**config.mk**
```make
export PLATFORM = sky130hd
export DESIGN_NAME = ios_front
export DESIGN_NICKNAME = d
export VERILOG_FILES = /design/src/hdl/interval_occupancy_sweep_assert.svh /design/src/hdl/ios_pkg.sv /design/src/hdl/ios_front.sv
export SDC_FILE = /design/constraint.sdc
export NUM_CORES = 1
export LEC_CHECK = 0
export BUFFER_PORTS_ARGS = -buffer_cell sky130_fd_sc_hd__buf_2
export CORE_ASPECT_RATIO = 1.75
export CORE_MARGIN = 1.5
export CORE_UTILIZATION = 49
export CTS_CLUSTER_SIZE = 16
export DETAILED_ROUTE_END_ITERATION = 16
export PLACE_DENSITY = 0.78
export SKIP_LAST_GASP = 1
export SLEW_MARGIN = 25
export SYNTH_ARGS = -nofsm -noshare
export SYNTH_HDL_FRONTEND = slang
export SYNTH_SLANG_ARGS = --single-unit
```
**constraint.sdc**
```tcl
create_clock -name clock -period 8.62 [get_ports clock]
set_input_delay 0.431 -clock clock [delete_from_list [all_inputs] [get_ports clock]]
set_output_delay 0.431 -clock clock [all_outputs]
set_load 0.005 [all_outputs]
```
**src/hdl/interval_occupancy_sweep_assert.svh**
```systemverilog
// Assertion macros for the occupancy sweep block.
// Each takes a label, an antecedent, a consequent and runs on clock/reset.
`ifndef INTERVAL_OCCUPANCY_SWEEP_ASSERT_SVH
`define INTERVAL_OCCUPANCY_SWEEP_ASSERT_SVH
`ifndef NO_ASSERTIONS
`define IOS_ASSERT_NOW(label, ante, cons) \
   label: assert property (@(posedge clock) disable iff (reset) (ante) |-> (cons)) \
      else $error("occupancy sweep check failed");
`define IOS_ASSERT_NEXT(label, ante, cons) \
   label: assert property (@(posedge clock) disable iff (reset) (ante) |=> (cons)) \
      else $error("occupancy sweep check failed");
`else
`define IOS_ASSERT_NOW(label, ante, cons)
`define IOS_ASSERT_NEXT(label, ante, cons)
`endif
`endif

```
**src/hdl/ios_pkg.sv**
```systemverilog
package ios_pkg;

   localparam int SEC_W  = 31;
   localparam int PART_W = 16;
   localparam int DIR_W  = 2;
   localparam int TIME_W = 63;
   localparam int CNT_W  = 6;

   localparam logic             FUNC_EOS = 1'b1;
   localparam logic [DIR_W-1:0] DIR_NONE = 2'd0;

   typedef enum logic [1:0] {
      ST_OK          = 2'd0,
      ST_UNSORTED    = 2'd1,
      ST_QUEUE_FAULT = 2'd2,
      ST_OVERFLOW    = 2'd3
   } status_type;

   typedef struct packed {
      logic              func;
      logic              unit_defined;
      logic [SEC_W-1:0]  section_id;
      logic [PART_W-1:0] part_no;
      logic [DIR_W-1:0]  direction;
      logic [TIME_W-1:0] start_time;
      logic [TIME_W-1:0] end_time;
   } req_type;

   typedef struct packed {
      logic              seg_valid;
      logic [SEC_W-1:0]  out_section;
      logic [PART_W-1:0] out_part;
      logic [DIR_W-1:0]  out_direction;
      logic [TIME_W-1:0] seg_start;
      logic [TIME_W-1:0] seg_end;
      logic [CNT_W-1:0]  car_count;
      logic              group_end;
      status_type        status;
      logic              last;
   } rsp_type;

   // Classified command between front and back
   typedef struct packed {
      logic              eos;
      logic [SEC_W-1:0]  section;
      logic [PART_W-1:0] part;
      logic [DIR_W-1:0]  dir;
      logic [TIME_W-1:0] s;
      logic [TIME_W-1:0] e;
   } cmd_type;

   typedef enum logic [2:0] {
      HOP_NONE,
      HOP_PUSH,
      HOP_POP,
      HOP_CLEAR,
      HOP_LOAD
   } heap_op_type;

   typedef struct packed {
      heap_op_type       op;
      logic [TIME_W-1:0] value;
   } heap_cmd_type;

   typedef enum logic [2:0] {
      S_IDLE,
      S_DRAIN,
      S_LT,
      S_EQ,
      S_FIN,
      S_FLUSH
   } back_state_type;

endpackage

```
**src/hdl/ios_front.sv**
```systemverilog
module ios_front (
   input  logic             clock,
   input  logic             reset,
   input  logic             req_valid,
   output logic             req_stall,
   input  ios_pkg::req_type req_data,
   output logic             q_valid,
   output ios_pkg::cmd_type q_head,
   input  logic             q_pop
);
   import ios_pkg::*;

   cmd_type    q_ff [2];
   logic       wr_ptr_ff, wr_ptr_in;
   logic       rd_ptr_ff, rd_ptr_in;
   logic [1:0] cnt_ff, cnt_in;
   logic       skip;
   logic       push;
   cmd_type    cmd_new;

   // Classify: skipped units never reach the back end
   always_comb begin
      skip = (req_data.func != FUNC_EOS) &&
             (!req_data.unit_defined || req_data.direction == DIR_NONE);
      cmd_new.eos     = (req_data.func == FUNC_EOS);
      cmd_new.section = req_data.section_id;
      cmd_new.part    = req_data.part_no;
      cmd_new.dir     = req_data.direction;
      cmd_new.s       = req_data.start_time;
      // end before start is taken as the start
      cmd_new.e       = (req_data.end_time < req_data.start_time) ?
                        req_data.start_time : req_data.end_time;
   end

   assign req_stall = (cnt_ff == 2'd2);
   assign push      = req_valid && !req_stall && !skip;
   assign q_valid   = (cnt_ff != 2'd0);
   assign q_head    = q_ff[rd_ptr_ff];

   // Two-entry command queue
   always_comb begin
      wr_ptr_in = push  ? ~wr_ptr_ff : wr_ptr_ff;
      rd_ptr_in = q_pop ? ~rd_ptr_ff : rd_ptr_ff;
      cnt_in    = cnt_ff + 2'(push) - 2'(q_pop);
   end

   always_ff @(posedge clock) begin
      if (reset) begin
         wr_ptr_ff <= 1'b0;
         rd_ptr_ff <= 1'b0;
         cnt_ff    <= 2'd0;
      end else begin
         wr_ptr_ff <= wr_ptr_in;
         rd_ptr_ff <= rd_ptr_in;
         cnt_ff    <= cnt_in;
      end
   end

   always_ff @(posedge clock) begin
      if (push) begin
         q_ff[wr_ptr_ff] <= cmd_new;
      end
   end

endmodule

```
Yosys cells after proc, flatten, opt, wreduce, memory -nomap -nowiden
Memory sizes are Yosys's and may differ from the RTL's. A register that Yosys moved wholly into a read port is not among the register bits. Cells that the tools add are included.

Magnitude comparators: 1. Bitwise logic cells: 3. Eq/ne operators: 1. Reduce and logical (&&, ||, !) cells: 9. Mux-type cells: 5. $add $sub $neg: 2.

Operators by type and width (number): less-than comparator 63 bit (1); two-way mux 63 bit (1); two-way mux 1 bit (4); logical AND 1 bit (3); logical NOT 1 bit (3); inverter 1 bit (3); adder 2 x 1 -> 2 bit (1); == test 2 bit (second input constant) (1); logical NOT 2 bit (1); nonzero test 2 bit (1); subtractor 2 x 1 -> 2 bit (1); logical OR 1 bit (1).

Output and inout bits: 178. Memory bits (writable): 352. Bits of input ports: 181. Memories kept: 1. Flip-flop bits (word level): 4. Word-level logic and storage cells: 25.

Memories: q_ff (depth 2, width 176, rd ports 1, clocked after memory_dff 1, wr ports 1, RTL line ios_front.sv:13) `cmd_type q_ff [2];`.

Logic depth before layout (Yosys ltp)
Gate-level depths: netlist of run 1.

Word-level depth: 7. Gate-level depth with buffers: 11.

Worst setup path after synthesis of run 1
No wires, ideal clock.

Path kind: input to register. Start: input req_data[127] (netlist bit). End: memory q_ff[0][0] (netlist bit), enable pin. Setup slack: -165 ps. Arrival time: 8069 ps. Stages: 3. Setup time: 715 ps. Required time: 7905 ps. Cell sequence: o21a_1 > o221ai_1 > nor2_1.

Cells in the longest elaborated chain, start to end: 7.

RTL lines: start, declared (RTL line ios_front.sv:6) `input ios_pkg::req_type req_data,`; logical NOT 2 bit (RTL line ios_front.sv:24) `(!req_data.unit_defined || req_data.direction == DIR_NONE);`; logical OR 1 bit (RTL line ios_front.sv:24); logical AND 1 bit (RTL line ios_front.sv:23) `skip = (req_data.func != FUNC_EOS) &&`; logical NOT 1 bit (RTL line ios_front.sv:36) `assign push = req_valid && !req_stall && !skip;`; logical AND 1 bit (RTL line ios_front.sv:36); two-way mux 1 bit (RTL line ios_front.sv:60) `if (push) begin`; two-way mux 1 bit (not written as such) (RTL line ios_front.sv:61) `q_ff[wr_ptr_ff] <= cmd_new;`; end, declared (RTL line ios_front.sv:13).

No other way between the ends.

==> results of run 1 <==
stage by stage:
| step | cell area, um2 | hold slack (ns) | setup slack [ns] | TNS (ns) | power [mW] |
|---|---|---|---|---|---|
| 3_5_place_dp | 17600 | 0.507 | 4.91 | 0 | 2.88 |
| 2_1_floorplan | 15500 | 0.480 | -0.165 | -57.97 | 2.63 |
| 3_3_place_gp | 17600 | 0.494 | 4.98 | 0 | 2.85 |
| 6_report | 18700 | 0.0993 | 5.53 | 0 | 4.27 |
| 4_1_cts | 18700 | 0.0731 | 5.48 | 0 | 4.32 |
| 5_1_grt | 18700 | 0.0731 | 5.31 | 0 | 4.45 |
critical path, delay by kind of cell:
kind                       cells  cell delay [ns]
AOI/OAI and AO/OA              1             0.23
muxes                          1             0.42
adders and majority gates      1             0.30
buffers and inverters          3             0.72
and+or+nand+nor                5             1.21
layer usage:
metal  part of all wire, %  global-route usage, %
met2                    56                   38.8
met5                  0.12                      0
met4                   4.7                   10.9
met1                    33                   19.6
met3                   6.5                   5.40
cell families after synthesis:
group / after synthesis / synth area share, %
compound gates: 53 / 2.18
xor+xnor: 4 / 0.226
fa+ha+maj: 64 / 5.17
buf+inv: 92 / 2.91
flops: 357 / 68.9
mux: 239 / 18.8
simple gates: 49 / 1.75
power groups by stage:
stage	clock network [mW]	logic, mW	registers [mW]
after floorplan	0	0.408	2.23
after global placement	0	0.672	2.18
after detailed placement	0	0.686	2.19
after CTS	1.48	0.691	2.16
after global routing	1.54	0.743	2.17
final	1.44	0.677	2.16
placed cells by master, fill, tap and decap left out, types with 2 or more instances in the layout:
cell and n:
a211oi_1 2, mux2_2 179, mux2_4 60, o21ai_0 6
buf_2 358, diode_2 10, dfxtp_1 4, clkinv_2 5
nor2_4 2, o21bai_1 2, clkbuf_1 9, bufinv_16 2
inv_1 65, nand4_1 14, nor2_1 6, xnor2_1 4
ha_1 64, edfxtp_1 352, a21oi_1 23, buf_4 5
nand3_1 9, buf_6 2, nand2_1 9, nor4_2 2
clkinv_1 5, clkbuf_16 37, a21o_1 11
cell type report:
cell class	instances	area, um2
Clock buffer	46	960
Multi-Input combinational cell	409	4380
Timing Repair Buffer	366	1870
Sequential cell	357	10700
Clock inverter	12	104
Fill cell	2333	12200
Inverter	65	244
Antenna cell	10	25.0
Tap cell	391	489
state kept, by name, summed over array words and instances (netlist names), named ones only:
register	flops
q_ff	352
cnt_ff	2
rd_ptr_ff	1
wr_ptr_ff	1
worst max path at each step:
stage	startpoint	to	slack (ns)	depth (start not counted)
floorplan	req_data[127]	q_ff[0][0]$_DFFE_PP_	-0.16	3
global placement	req_data[93]	q_ff[0][0]$_DFFE_PP_	4.98	9
detailed placement	req_data[121]	q_ff[0][0]$_DFFE_PP_	4.91	11
CTS	req_data[93]	q_ff[1][0]$_DFFE_PP_	5.48	9
global route	req_data[121]	q_ff[0][0]$_DFFE_PP_	5.31	11
finish	req_data[121]	q_ff[1][0]$_DFFE_PP_	5.53	11
==> summary.txt, run 1 <==
Status
  – Outcome: complete, no violations

STA
  – Final hold violations: 0
  – Slew @ Worst Pin: 0.913 ns
  – Slew Limit Fails: 0
  – Max_slew headroom: 39.0%
  – Fin crit period: 3.09 ns
  – Endpoints failing setup: 0
  – Max frequency: 0.324 GHz
  – RSZ-0062 raised after global routing: false
  – Crit share post-route: 35.8%
  – Final Skew: 0.00869 ns

Routing
  – DR pass1 iterations: 4
  – Vias per cell: 5.25
  – Post-DRT Antenna Nets: 0
  – DR iter-0 viols: 359
  – Routed vias: 8,688
  – WL/cell: 20.3 um
  – DRC: 0
  – Post-Route WL: 33,600 um

Clock network
  – Clock Path Buffers: 3
  – # hold bufs at CTS: 0
  – Resized Gates After CTS: 0
  – Clock root cell: clkbuf_16
  – Register clock-pin slew on the reported worst setup and hold paths: 0.07 ns
  – Post-CTS setup buffers: 0
  – CTS tree: built
  – Worst skew pair latency: 0.51 ns
  – Clk sinks: 357
  – TritonCTS buffer count: 34
  – CTS H-tree depth: 2

Critical path
  – CP cell instances: buf_2, inv_1, ha_1, nand4_1, nor4_2, nand2_1, nor4_2, o311ai_0, nand3b_1, buf_4, mux2_2
  – CP max stage delay: 0.57 ns
  – CP arrival: 3.36 ns
  – R2R setup slack: 5.72 ns
  – Crit Path Class: input port to register
  – Reg2reg end: q_ff[1][75]$_DFFE_PP_
  – FF-to-FF Start: cnt_ff[1]$_SDFF_PP0_
  – Cell mode on critical path: nor4_2
  – Critical Path RT: 8.89 ns
  – CP Capture Type: register
  – Register-to-Register Path Depth: 5
  – Peak fanout along the critical path: 34
  – CP max stage cell: buf_4
  – Critical Path Start Type: input port

Synthesis
  – Netlist cell types: 36
  – Top cell type's share of synthesized area: 68.3%
  – Main synth FF type: edfxtp_1
  – Sequential share of the synthesized area: 68.9%
  – Leading post-synthesis cells by cell area: edfxtp_1 (68%), mux2_2 (13%), mux2_4 (5.8%)
  – Synthesized net count: 1,103
  – Synth top cells by count: edfxtp_1 (352), mux2_2 (179), inv_1 (65)
  – Post-synth EDFFs: 352
  – Synthesis Warnings: 0
  – Post-synth top area cell: edfxtp_1
  – Most frequent cell after synthesis: edfxtp_1
  – Async SR Flop Fraction: 0%
  – Seq cells post-synth: 357
  – Synthesized cell area: 15,500 um2
  – Syn Inst Count: 858
  – Avg Cell Area, Syn: 18.0 um2

Final layout
  – NumNets Final: 1,478
  – Share of cells above drive strength 1: 52.4%
  – Final Util: 60.6%
  – Fin cells: 1,656
  – Area Growth Syn to Fin: 21.1%

Global routing
  – Number of global-route vias before repair: 9,203
  – Initial antenna violation count: 12
  – First-pass GRT wire length: 49,800 um
  – Overall overflow remaining after global route: 0
  – Pin count of the biggest net entering global routing: 148
  – Tot GR Track Use: 20.5%

Pwr
  – Power Dens Cells: 228 nW/um2
  – Lkg Pwr: 7.47 nW
  – Sequential share of power: 50.4%
  – Gate power share: 15.8%
  – Sw power: 0.996 mW
  – Clock share of power: 33.7%
  – Peak supply drop: 0.000261 V
  – Pint: 3.28 mW
  – Net Sw Frac: 23.3%

Placed design
  – Post-Place Cells: 1,588
  – # port buffers: 358
  – Routability cong.: 0.801
  – DP HPWL: 23,500 um

Floorplan
  – Die footprint: 32,700 um2
  – I/O Pins: 359
  – Rows: 85
  – Die Span Y: 238 um
  – Die width: 137 um
  – Initial core utilization: 50.0%
  – CORE AREA: 30,900 um2

Job
  – Maxcap violations: 0

Hold path
  – Worst Hold Class: input port to register
  – Hold Crit Start: req_data[163]
  – Hold Path Stages: 1
  – Hold Path End: q_ff[0][163]$_DFFE_PP_
No activity file was read; power rests on OpenSTA's default activity.
==> run 2: changes to the inputs <==
--- a/config.mk
+++ b/config.mk
@@ -8,10 +8,10 @@
 export BUFFER_PORTS_ARGS = -buffer_cell sky130_fd_sc_hd__buf_2
 export CORE_ASPECT_RATIO = 1.75
 export CORE_MARGIN = 1.5
-export CORE_UTILIZATION = 49
+export CORE_UTILIZATION = 50
 export CTS_CLUSTER_SIZE = 16
 export DETAILED_ROUTE_END_ITERATION = 16
-export PLACE_DENSITY = 0.78
+export PLACE_DENSITY = 0.76
 export SKIP_LAST_GASP = 1
 export SLEW_MARGIN = 25
 export SYNTH_ARGS = -nofsm -noshare
==> constraint.sdc (replaced) <==
create_clock -name clock -period 3 [get_ports clock]
set_input_delay 0.15 -clock clock [delete_from_list [all_inputs] [get_ports clock]]
set_output_delay 0.15 -clock clock [all_outputs]
set_load 0.005 [all_outputs]
==> summary.txt, run 2 (same netlist as run 1, synthesis figures left out) <==
Routing
  – DR WL met2: 21,600 um (+16%)
  – DRC: 0 (unchanged)
  – WL/cell: 20.6 um (+1.7%)
  – Routed vias: 9,593 (+10%)
  – Post-DRT Antenna Nets: 0 (unchanged)
  – DR pass1 iterations: 4 (unchanged)
  – DRT met1 WL: 12,700 um (+15%)
  – Met3 Routed Length: 2110 um (-3.5%)
  – DR iter-0 viols: 325 (-9.5%)
  – Top layer in use: met4
  – Vias per cell: 5.20 (-0.89%)
  – Post-Route WL: 38,000 um (+13%)

Clock network
  – Worst skew pair latency: 0.56 ns (+0.05 ns)
  – TritonCTS buffer count: 31 (-8.8%)
  – Clock root cell: clkbuf_16
  – Clk sinks: 357 (unchanged)
  – Clock Path Buffers: 3 (unchanged)
  – Register clock-pin slew on the reported worst setup and hold paths: 0.07 ns (about the same)
  – CTS H-tree depth: 1 (-1)
  – CTS tree: built

Final layout
  – Most frequent cells in the layout: edfxtp_1 (352), buf_2 (350), mux2_2 (179)
  – Max reg flops: 352 (unchanged)
  – NumNets Final: 1,669 (+13%)
  – Fill count: 2,032 (-13%)
  – Largest regs: q_ff: 352 flops, cnt_ff: 2 flops
  – Area of the multi-input gates: 4470 um2 (+2.2%)
  – Largest Register: q_ff
  – Commonest non-fill, non-tap cell in the layout: edfxtp_1
  – Final instance area: 20,900 um2 (+11%)
  – Register Area: 10,700 um2 (about the same)
  – Area Growth Syn to Fin: 34.9%
  – Share of cells above drive strength 1: 47.1% (-5.3 points)

Pwr
  – Sequential share of power: 50.0% (-0.4 points)
  – Pint: 9.41 mW (+190%)
  – Clock share of power: 31.2% (-2.5 points)
  – Sw power: 3.00 mW (+200%)
  – Power Dens Cells: 594 nW/um2 (+160%)
  – Gate power share: 18.8% (+3.0 points)
  – Peak supply drop: 0.000547 V (+110%)
  – Total power: 12.4 mW (+190%)
  – Lkg Pwr: 8.38 nW (+12%)
  – Net Sw Frac: 24.1% (+0.85 points)

Critical path
  – CP arrival: 3.29 ns (-0.07 ns)
  – CP max stage cell: dlygate4sd3_1
  – Cell mode on critical path: nor4_4
  – CP Capture Type: register
  – CP cell instances: dlygate4sd3_1, ha_4, nand4_1, nor4_4, nand2_2, nor4_4, o311ai_2, nand3b_1, buf_12, clkbuf_16, mux2_4
  – Peak fanout along the critical path: 7 (-79%)
  – Critical Path RT: 3.31 ns (-5.58 ns)
  – CP max stage delay: 0.62 ns (+0.05 ns)
  – Critical Path Start Type: input port
  – Crit Path Class: input port to register

STA
  – Final hold violations: 0 (unchanged)
  – Max frequency: 0.336 GHz
  – Slew @ Worst Pin: 0.646 ns (-0.266 ns)
  – Slew Limit Fails: 0 (unchanged)
  – Crit share post-route: 99.3%
  – Final Skew: 0.00708 ns (-0.00161 ns)
  – Fin crit period: 2.98 ns
  – Max_slew headroom: 56.5% (+17 points)
  – Endpoints failing setup: 0 (unchanged)

Floorplan
  – Die Span Y: 236 um (-0.99%)
  – CORE AREA: 30,600 um2 (-1.0%)
  – I/O Pins: 359 (unchanged)
  – Rows: 85 (unchanged)
  – Die width: 136 um (-0.98%)
  – Initial core utilization: 50.5% (+0.52 points)
  – Die footprint: 32,100 um2 (-2.0%)

Global routing
  – Initial antenna violation count: 7 (-5)
  – First-pass GRT wire length: 56,000 um (+12%)
  – Pin count of the biggest net entering global routing: 76 (-49%)
  – Tot GR Track Use: 23.0% (+2.5 points)
  – Number of global-route vias before repair: 10,400 (+13%)
  – Overall overflow remaining after global route: 0 (unchanged)

Placed design
  – Routability cong.: 0.786 (-1.9%)
  – # port buffers: 358 (unchanged)
  – Placed cell area: 17,900 um2 (+1.3%)
  – DP HPWL: 24,100 um (+2.5%)

Status
  – Outcome: complete, no violations

Job
  – Maxcap violations: 0 (unchanged)

Hold path
  – Worst Hold Class: input port to register
run 2: cell types whose count changed in the layout (fill, tap and decap cells not counted), moves of 4 or more:
cell / delta
buf_12: +9
buf_2: -8
buf_4: +7
dlygate4sd3_1: +176
ha_1: -4
ha_4: +4
run 2: path summary, 6_finish.rpt:
path / startpoint / endpoint / slack (ns) / depth (start not counted)
worst max-delay path: req_data[49] / q_ff[0][16]$_DFFE_PP_ / 0.02 / 11
worst min-delay path: req_valid / wr_ptr_ff$_SDFFE_PP0P_ / 0.02 / 4
worst max register to register: cnt_ff[1]$_SDFF_PP0_ / q_ff[0][58]$_DFFE_PP_ / 1.15 / 4
worst min register to register: rd_ptr_ff$_SDFFE_PP0P_ / rd_ptr_ff$_SDFFE_PP0P_ / 0.52 / 2
run 2: cell type report:
type / instances / share of cell area [%]
diodes: 7 / 0.0839
clock buffers: 40 / 4.02
clock inverters: 16 / 0.641
inverters: 65 / 1.17
multi-input cells: 409 / 21.4
flip-flops and latches: 357 / 51.1
well taps: 391 / 2.34
repair buffers: 560 / 19.2
run 2: power by group through the flow:
stage | Clock [mW] | Sequential (mW) | Combinational (mW)
CTS | 3.92 | 6.20 | 2.27
global placement | 0 | 6.27 | 2.02
floorplan | 0 | 6.29 | 1.18
detailed placement | 0 | 6.30 | 2.07
finish | 3.87 | 6.20 | 2.34
global route | 4.10 | 6.23 | 2.52
run 2: timing repair:
| action | in CTS | in global routing |
|---|---|---|
| setup buffers | 0 | 3 |
| hold buffers | 179 | 0 |
| setup endpoints to repair | 0 | 126 |
| gates resized for setup | 0 | 19 |
| hold endpoints to repair | 357 | 0 |
run 2: per-stage QoR:
| step | utilization, % | hold WS [ns] | std cells | worst slack (ns) | TNS (ns) |
|---|---|---|---|---|---|
| 6_report | 68.2 | 0.0152 | 1845 | 0.0198 | 0 |
| 5_1_grt | 68.2 | 0.00906 | 1845 | -0.0308 | -1.75 |
| 4_1_cts | 67.4 | 0.00118 | 1835 | 0.0135 | 0 |
| 3_5_place_dp | 58.4 | 0.342 | 1600 | -0.155 | -11.65 |
| 3_3_place_gp | 58.4 | 0.338 | 1600 | -0.0457 | -1.84 |
| 2_1_floorplan | - | 0.214 | 858 | -0.608 | -210.30 |
run 2: worst max-delay path: cells and delay by family:
kind,cells,cell delay (ns)
and+or+nand+nor,5,1.35
adders and majority gates,1,0.32
AOI/OAI and AO/OA,1,0.16
buffers and inverters,3,1.00
muxes,1,0.31
run 2: metal layers:
layer  vias up  GRT usage [%]
met5         -              0
met4         0           10.1
met3        90           3.87
met2       349           44.5
met1      4705           23.4
li1       4449              -
